==> src/rtl/rau_pkg.sv <==
// Shared types and constants for the rational arithmetic unit.
package rau_pkg;

    localparam int unsigned WORD_BITS = 32;
    localparam int unsigned CNT_BITS  = $clog2(WORD_BITS + 1);

    localparam logic [1:0] MODE_ADD = 2'd0;
    localparam logic [1:0] MODE_SUB = 2'd1;
    localparam logic [1:0] MODE_MUL = 2'd2;
    localparam logic [1:0] MODE_DIV = 2'd3;

    typedef struct packed {
        logic [1:0]                  mode;
        logic signed [WORD_BITS-1:0] a_num;
        logic signed [WORD_BITS-1:0] a_den;
        logic signed [WORD_BITS-1:0] b_num;
        logic signed [WORD_BITS-1:0] b_den;
    } t_rau_in;

    typedef struct packed {
        logic signed [WORD_BITS-1:0] res_num;
        logic [WORD_BITS-2:0]        res_den;
        logic                        zero_den;
        logic                        overflow;
    } t_rau_out;

    typedef struct packed {
        logic busy;
        logic done;
    } t_div_stat;

endpackage

==> src/rtl/rau_divu.sv <==
// Unsigned restoring divider, one quotient bit per cycle.
module rau_divu (
    input  logic                          i_clk,
    input  logic                          i_rst_n,
    input  logic                          i_start,
    input  logic [rau_pkg::WORD_BITS-1:0] i_dividend,
    input  logic [rau_pkg::WORD_BITS-1:0] i_divisor,
    output rau_pkg::t_div_stat            o_stat,
    output logic [rau_pkg::WORD_BITS-1:0] o_quo,
    output logic [rau_pkg::WORD_BITS-1:0] o_rem
);
    import rau_pkg::*;

    logic [CNT_BITS-1:0]  r_cnt, n_cnt;
    logic                 r_busy, n_busy;
    logic                 r_done, n_done;
    logic [WORD_BITS-1:0] r_rem, n_rem;
    logic [WORD_BITS-1:0] r_quo, n_quo;
    logic [WORD_BITS-1:0] r_dvs, n_dvs;
    logic [WORD_BITS:0]   shifted;
    logic [WORD_BITS:0]   diff;

    // Trial subtract of the divisor from the shifted partial remainder
    assign shifted = {r_rem, r_quo[WORD_BITS-1]};
    assign diff    = shifted - {1'b0, r_dvs};

    always_comb begin
        n_cnt  = r_cnt;
        n_busy = r_busy;
        n_done = 1'b0;
        n_rem  = r_rem;
        n_quo  = r_quo;
        n_dvs  = r_dvs;
        if (i_start) begin
            n_cnt  = CNT_BITS'(WORD_BITS);
            n_busy = 1'b1;
            n_rem  = '0;
            n_quo  = i_dividend;
            n_dvs  = i_divisor;
        end else if (r_busy) begin
            n_rem = diff[WORD_BITS] ? shifted[WORD_BITS-1:0] : diff[WORD_BITS-1:0];
            n_quo = {r_quo[WORD_BITS-2:0], ~diff[WORD_BITS]};
            n_cnt = r_cnt - 1'b1;
            if (r_cnt == CNT_BITS'(1)) begin
                n_busy = 1'b0;
                n_done = 1'b1;
            end
        end
    end

    always_ff @(posedge i_clk) begin
        if (!i_rst_n) begin
            r_cnt  <= '0;
            r_busy <= 1'b0;
            r_done <= 1'b0;
        end else begin
            r_cnt  <= n_cnt;
            r_busy <= n_busy;
            r_done <= n_done;
        end
        r_rem <= n_rem;
        r_quo <= n_quo;
        r_dvs <= n_dvs;
    end

    assign o_stat.busy = r_busy;
    assign o_stat.done = r_done;
    assign o_quo       = r_quo;
    assign o_rem       = r_rem;

endmodule

==> src/rtl/rational_arith_unit.sv <==
// Top level of the rational arithmetic unit: sequencer, multiplier and divider.
// One request at a time: two or three 32x32 products, then a Euclid GCD that
// runs one division per remainder step on the shared divider, then two more
// divisions that reduce numerator and denominator. The input is ready only
// while the unit is idle, and a result stays offered until it is taken.
module rational_arith_unit (
    input  logic              i_clk,
    input  logic              i_rst_n,
    input  logic              i_req_valid,
    output logic              o_req_ready,
    input  rau_pkg::t_rau_in  i_req,
    output logic              o_res_valid,
    input  logic              i_res_ready,
    output rau_pkg::t_rau_out o_res
);
    import rau_pkg::*;

    localparam logic [3:0] S_IDLE  = 4'd0;
    localparam logic [3:0] S_MUL   = 4'd1;
    localparam logic [3:0] S_MST   = 4'd2;
    localparam logic [3:0] S_SUM   = 4'd3;
    localparam logic [3:0] S_GCHK  = 4'd4;
    localparam logic [3:0] S_GWAIT = 4'd5;
    localparam logic [3:0] S_NST   = 4'd6;
    localparam logic [3:0] S_NWAIT = 4'd7;
    localparam logic [3:0] S_DST   = 4'd8;
    localparam logic [3:0] S_DWAIT = 4'd9;
    localparam logic [3:0] S_FIN   = 4'd10;
    localparam logic [3:0] S_OUT   = 4'd11;

    localparam logic [WORD_BITS-1:0] MIN_NEG = {1'b1, {(WORD_BITS-1){1'b0}}};
    localparam logic [WORD_BITS-1:0] MAX_POS = {1'b0, {(WORD_BITS-1){1'b1}}};

    logic [3:0]                    r_state, n_state;
    logic [1:0]                    r_step, n_step;
    t_rau_in                       r_req;
    logic signed [2*WORD_BITS-1:0] r_prod;
    logic [WORD_BITS-1:0]          r_p, r_q, r_n, r_d;
    logic [WORD_BITS-1:0]          r_ga, r_gb;
    logic                          r_ovf, r_zden;
    t_rau_out                      r_res;

    logic signed [WORD_BITS-1:0]   mul_a, mul_b;
    logic signed [2*WORD_BITS-1:0] prod;
    logic                          prod_ovf;
    logic [WORD_BITS:0]            sum;
    logic [WORD_BITS-1:0]          mag_n, mag_d;
    logic                          div_start;
    logic [WORD_BITS-1:0]          div_a, div_b, div_quo, div_rem;
    t_div_stat                     div_stat;

    // Select multiplier operands by mode and step
    always_comb begin
        mul_a = r_req.a_den;
        mul_b = r_req.b_den;
        case (r_step)
            2'd0: begin
                mul_a = r_req.a_num;
                mul_b = (r_req.mode == MODE_MUL) ? r_req.b_num : r_req.b_den;
            end
            2'd1: begin
                mul_a = r_req.b_num;
                mul_b = r_req.a_den;
            end
            default: begin
                mul_a = r_req.a_den;
                mul_b = (r_req.mode == MODE_DIV) ? r_req.b_num : r_req.b_den;
            end
        endcase
    end

    assign prod     = mul_a * mul_b;
    assign prod_ovf = !((&r_prod[2*WORD_BITS-1:WORD_BITS-1]) ||
                        !(|r_prod[2*WORD_BITS-1:WORD_BITS-1]));
    assign sum      = (r_req.mode == MODE_SUB)
                    ? {r_p[WORD_BITS-1], r_p} - {r_q[WORD_BITS-1], r_q}
                    : {r_p[WORD_BITS-1], r_p} + {r_q[WORD_BITS-1], r_q};
    assign mag_n    = r_n[WORD_BITS-1] ? (~r_n + 1'b1) : r_n;
    assign mag_d    = r_d[WORD_BITS-1] ? (~r_d + 1'b1) : r_d;

    // Feed the shared divider
    always_comb begin
        div_start = 1'b0;
        div_a     = mag_n;
        div_b     = r_ga;
        unique case (r_state)
            S_GCHK: begin
                div_start = (r_gb != '0);
                div_a     = r_ga;
                div_b     = r_gb;
            end
            S_NST:   div_start = 1'b1;
            S_DST: begin
                div_start = 1'b1;
                div_a     = mag_d;
            end
            default: div_start = 1'b0;
        endcase
    end

    rau_divu u_divu (
        .i_clk      (i_clk),
        .i_rst_n    (i_rst_n),
        .i_start    (div_start),
        .i_dividend (div_a),
        .i_divisor  (div_b),
        .o_stat     (div_stat),
        .o_quo      (div_quo),
        .o_rem      (div_rem)
    );

    // Sequencer
    always_comb begin
        n_state = r_state;
        n_step  = r_step;
        unique case (r_state)
            S_IDLE:  if (i_req_valid) begin
                n_state = S_MUL;
                n_step  = (i_req.mode == MODE_ADD || i_req.mode == MODE_SUB)
                        ? 2'd0 : 2'd2;
            end
            S_MUL:   n_state = S_MST;
            S_MST: begin
                if (r_step == 2'd2) begin
                    n_state = (r_req.mode == MODE_ADD || r_req.mode == MODE_SUB)
                            ? S_SUM : S_GCHK;
                    if (r_req.mode == MODE_MUL || r_req.mode == MODE_DIV) begin
                        n_step  = 2'd0;
                        n_state = S_MUL;
                    end
                end else begin
                    n_step  = r_step + 1'b1;
                    n_state = S_MUL;
                end
                if (r_step == 2'd0 && r_req.mode != MODE_ADD && r_req.mode != MODE_SUB)
                    n_state = S_SUM;
            end
            S_SUM:   n_state = S_GCHK;
            S_GCHK:  n_state = (r_gb == '0) ? S_NST : S_GWAIT;
            S_GWAIT: if (div_stat.done) n_state = S_GCHK;
            S_NST:   n_state = S_NWAIT;
            S_NWAIT: if (div_stat.done) n_state = S_DST;
            S_DST:   n_state = S_DWAIT;
            S_DWAIT: if (div_stat.done) n_state = S_FIN;
            S_FIN:   n_state = S_OUT;
            S_OUT:   if (i_res_ready) n_state = S_IDLE;
            default: n_state = S_IDLE;
        endcase
    end

    always_ff @(posedge i_clk) begin
        if (!i_rst_n) begin
            r_state <= S_IDLE;
            r_step  <= 2'd0;
        end else begin
            r_state <= n_state;
            r_step  <= n_step;
        end
    end

    // Datapath registers
    always_ff @(posedge i_clk) begin
        if (r_state == S_IDLE && i_req_valid) begin
            r_req <= i_req;
            r_ovf <= 1'b0;
            r_zden <= 1'b0;
        end
        if (r_state == S_MUL)
            r_prod <= prod;
        // Store the wrapped product: step 0 into p and n, 1 into q, 2 into d
        if (r_state == S_MST) begin
            if (prod_ovf)
                r_ovf <= 1'b1;
            case (r_step)
                2'd0: begin
                    r_p <= r_prod[WORD_BITS-1:0];
                    r_n <= r_prod[WORD_BITS-1:0];
                end
                2'd1:    r_q <= r_prod[WORD_BITS-1:0];
                default: r_d <= r_prod[WORD_BITS-1:0];
            endcase
        end
        if (r_state == S_SUM) begin
            if (r_req.mode == MODE_ADD || r_req.mode == MODE_SUB) begin
                r_n <= sum[WORD_BITS-1:0];
                if (sum[WORD_BITS] != sum[WORD_BITS-1])
                    r_ovf <= 1'b1;
                if (mag_d == '0 || sum[WORD_BITS-1:0] == '0) begin
                    r_ga <= WORD_BITS'(1);
                    r_gb <= '0;
                end else begin
                    r_ga <= mag_d;
                    r_gb <= sum[WORD_BITS-1] ? (~sum[WORD_BITS-1:0] + 1'b1)
                                             : sum[WORD_BITS-1:0];
                end
            end else if (mag_d == '0 || mag_n == '0) begin
                r_ga <= WORD_BITS'(1);
                r_gb <= '0;
            end else begin
                r_ga <= mag_d;
                r_gb <= mag_n;
            end
        end
        // Advance Euclid by one remainder
        if (r_state == S_GWAIT && div_stat.done) begin
            r_ga <= r_gb;
            r_gb <= div_rem;
        end
        if (r_state == S_NWAIT && div_stat.done)
            r_n <= r_n[WORD_BITS-1] ? (~div_quo + 1'b1) : div_quo;
        if (r_state == S_DWAIT && div_stat.done)
            r_d <= r_d[WORD_BITS-1] ? (~div_quo + 1'b1) : div_quo;
        // Normalize the sign and a zero denominator
        if (r_state == S_FIN) begin
            r_res.zero_den <= (r_d == '0);
            if (r_d[WORD_BITS-1]) begin
                r_res.res_num  <= ~r_n + 1'b1;
                r_res.res_den  <= (r_d == MIN_NEG) ? MAX_POS[WORD_BITS-2:0]
                                                   : mag_d[WORD_BITS-2:0];
                r_res.overflow <= r_ovf || (r_d == MIN_NEG) || (r_n == MIN_NEG);
            end else begin
                r_res.res_num  <= r_n;
                r_res.res_den  <= (r_d == '0) ? (WORD_BITS-1)'(1)
                                              : r_d[WORD_BITS-2:0];
                r_res.overflow <= r_ovf;
            end
        end
    end

    assign o_req_ready = (r_state == S_IDLE);
    assign o_res_valid = (r_state == S_OUT);
    assign o_res       = r_res;

endmodule

==> config.mk <==
export PLATFORM = sky130hd
export DESIGN_NAME = rational_arith_unit
export DESIGN_NICKNAME = d
export VERILOG_FILES = /design/src/rtl/rau_pkg.sv /design/src/rtl/rau_divu.sv /design/src/rtl/rational_arith_unit.sv
export SDC_FILE = /design/constraint.sdc
export NUM_CORES = 2
export LEC_CHECK = 0
export ABC_AREA = 1
export BUFFER_PORTS_ARGS = -buffer_cell sky130_fd_sc_hd__clkbuf_2
export CAP_MARGIN = 20
export CELL_PAD_IN_SITES_DETAIL_PLACEMENT = 1
export CELL_PAD_IN_SITES_GLOBAL_PLACEMENT = 1
export CORE_MARGIN = 2
export CORE_UTILIZATION = 51
export CTS_CLUSTER_DIAMETER = 60
export DETAILED_ROUTE_END_ITERATION = 6
export PLACE_DENSITY_LB_ADDON = 0.1
export RECOVER_POWER = 100
export SYNTH_ARGS = -nofsm -noshare
export SYNTH_HDL_FRONTEND = slang
export SYNTH_SLANG_ARGS = --single-unit
==> constraint.sdc <==
create_clock -name i_clk -period 13.3 [get_ports i_clk]
set_clock_uncertainty 0.05 [all_clocks]
set_input_delay 1.995 -clock i_clk [delete_from_list [all_inputs] [get_ports i_clk]]
set_output_delay 1.995 -clock i_clk [all_outputs]
set_load 0.005 [all_outputs]
==> metrics <==
Detailed Routing Iterations Pass 1 6; # diodes 0; Placed Area 0.0720 sq mm; clock sinks 562; drt total wl 282,000 microns; GP Congestion 0.962; Worst Reg-to-Reg Cells 29; HPWL Detailed 224,000 microns; vias 59.7k; Avg Inst Size Synth 8.38 sq um; residual DRC count 0; CTS Root Cell clkbuf_16; WL/cell 27.8 microns; Rows 135; final antenna-violating net count 0; setup TNS 0 ps; Synth area leaders fa_1 (31%), edfxtp_1 (21%), nand2_1 (9.1%), inv_1 (8.5%), nor2_1 (5.7%); RR Endpoint r_prod[47]; Reg clk slew, reported paths 60 ps; top_reg_cell synth edfxtp_1; vias in the first global route 65.9k; Yosys top cell area share 31.4%; period utilization 89.7%; endpoint class of the critical path register; worst endpoint required time 13,680 ps; RSZ-0062 raised after global routing no; Period minus WS final 11,940 ps; Max stage delay on crit path 1050 ps; CTS max path bufs 3; worst slew pin tran 4420 ps; CP startpoint kind register; die area 0.138 sq mm; antenna violations before repair 6; Yosys top cell by area fa_1; sequential cell area 0.0161 sq mm; final hold violation count 0; WP data arrival 12,320 ps; critical path class reg2reg; sequential area share after synthesis 23.3%; CP max stage cell clkinv_1; Worst setup startpoint r_step[0]; grt ovf 0; asr flop ratio synth 0%; Via density 5.87; Mapped Area 0.0691 sq mm; number of port buffers 200; worst r2r src r_step[0]; Mapped Cells 8,248; core footprint 0.135 sq mm; HP Class reg2reg; Worst Path Max Fanout 31; Final Setup Violations 0; status finished with violations; worst rel slew slack -194%; CTS H-tree lvls 3; # fillers 16.2k; CP Capture Point r_prod[47]; Die Ht 372 microns; number of DRC markers in iteration 0 4,448; clk_lat worst skew 700 ps; first-pass GRT wire length 416,000 microns; CTS tree built; Synth cell types 67; Synthesis Warnings 0; post-cts resize count 0; Final #Nets 9,791; area grow syn2layout 7.30%; Post-CTS Setup Repair Bufs 0; Initial Util 51.2%; CTS Buf Count 75; share of cells above drive strength 1 5.20%; Top Ports 201; syn_nets 9,722; largest net degree at the start of global routing 87; Die W 372 microns; Post-CTS Hold Buffers 0; GRT Resource Usage Total 41.3%; Max Slew Vio Count 1,047; post-synthesis register bit count 562; Highest Clock Rate 83.8 MHz; most frequent cell on the critical path fa_1; worst reg-to-reg setup slack 1360 ps; fin area 0.0741 sq mm; Multi-input gate area 0.0455 sq mm; violated checks max-capacitance violations, max-slew violations; Hold Path Cell Cnt 2; Post-synth EDFFs 483; Max Cap Viol 22
## cells in the final DEF, fill, tap and decap left out, types with 7 or more instances in the layout
| cell type | instances |
|---|---|
| a21o_1 | 17 |
| a21oi_1 | 316 |
| a221oi_1 | 10 |
| a31oi_1 | 19 |
| buf_4 | 84 |
| bufinv_16 | 10 |
| clkbuf_1 | 136 |
| clkbuf_16 | 76 |
| clkbuf_2 | 102 |
| clkinv_1 | 32 |
| clkinv_2 | 8 |
| dfxtp_1 | 78 |
| edfxtp_1 | 483 |
| fa_1 | 1084 |
| ha_1 | 256 |
| inv_1 | 1572 |
| inv_2 | 19 |
| nand2_1 | 1687 |
| nand2_2 | 9 |
| nand3_1 | 221 |
| nand3_2 | 9 |
| nand3b_1 | 7 |
| nand4_1 | 93 |
| nor2_1 | 1041 |
| nor2_2 | 34 |
| nor2_4 | 12 |
| nor3_1 | 63 |
| nor4_1 | 35 |
| o211ai_1 | 86 |
| o21a_1 | 40 |
| o21ai_0 | 374 |
| o21ai_1 | 13 |
| o21bai_1 | 9 |
| o221ai_1 | 16 |
| or2_2 | 24 |
| xnor2_1 | 57 |
| xor2_1 | 148 |
## final cells by class
class / instances / share of cell area, %
Sequential cell: 562 / 21.7
Clock buffer: 89 / 2.66
Clock inverter: 51 / 0.861
Multi-Input combinational cell: 5755 / 61.4
Timing Repair Buffer: 312 / 2.20
Inverter: 1611 / 8.16
Tap cell: 1781 / 3.01
## metal layers
layer	share of wire, %	GRT usage [%]
met1	36	47.0
met2	47	68.3
met3	7.9	8.41
met4	9.3	31.4
met5	0.027	0
## Yosys cell counts (57+ instances only)
cell type / n
nand4_1: 93
inv_1: 1567
ha_1: 256
xor2_1: 148
edfxtp_1: 483
o211ai_1: 86
nand3_1: 219
nor3_1: 62
nor2_1: 1046
nand2_1: 1682
a21oi_1: 316
dfxtp_1: 79
xnor2_1: 57
o21ai_0: 333
clkbuf_1: 254
fa_1: 1084
## state kept, by name, summed over array words and instances, names as in the netlist
signal	cells
r_state	4
r_req	130
r_ga	32
r_p	32
u_divu.r_dvs	32
u_divu.o_quo	32
u_divu.r_done	1
r_q	32
r_gb	32
r_d	32
r_prod	64
r_n	32
o_res	65
r_step	2
r_ovf	1
u_divu.r_cnt	6
u_divu.r_busy	1
u_divu.o_rem	32
## worst max-delay path, delay by kind of cell, from the launching register on
family                   cells  cell delay [ps]
AO/OA/AOI/OAI                8             2270
XOR/XNOR                     1              100
adder cells (fa/ha/maj)      9             4020
buffers and inverters        7             2970
flip-flops                   1              740
AND/OR/NAND/NOR              4             1490
## kinds of logic after synthesis
family	synth area share [%]
flops	23.3
fa+ha+maj	36.0
buf+inv	10.6
compound gates	7.99
simple gates	19.4
xor+xnor	2.65
## metrics by stage
step / setup WS, ps / cells / util, % / hold WS [ps]
6_report: 1360 / 10200 / 54.9 / 445
3_5_place_dp: 1980 / 10000 / 53.3 / 433
3_3_place_gp: 2270 / 10000 / 53.3 / 426
5_1_grt: 940 / 10200 / 54.9 / 478
4_1_cts: 1990 / 10200 / 55.3 / 445
2_1_floorplan: 4860 / 8248 / - / 380
## worst min-delay path by stage
stage / startpoint / endpoint / slack, ps
floorplan: r_n[0] / o_res[33] / 380
global placement: u_divu.r_cnt[0] / u_divu.r_cnt[0] / 430
detailed placement: u_divu.o_rem[13] / u_divu.o_rem[13] / 430
CTS: u_divu.o_rem[13] / u_divu.o_rem[13] / 450
global route: u_divu.r_cnt[0] / u_divu.r_cnt[0] / 480
finish: u_divu.o_rem[13] / u_divu.o_rem[13] / 450
Power is not shown: default switching activity piles up to over one toggle a cycle in this logic, so the estimate is an artifact.
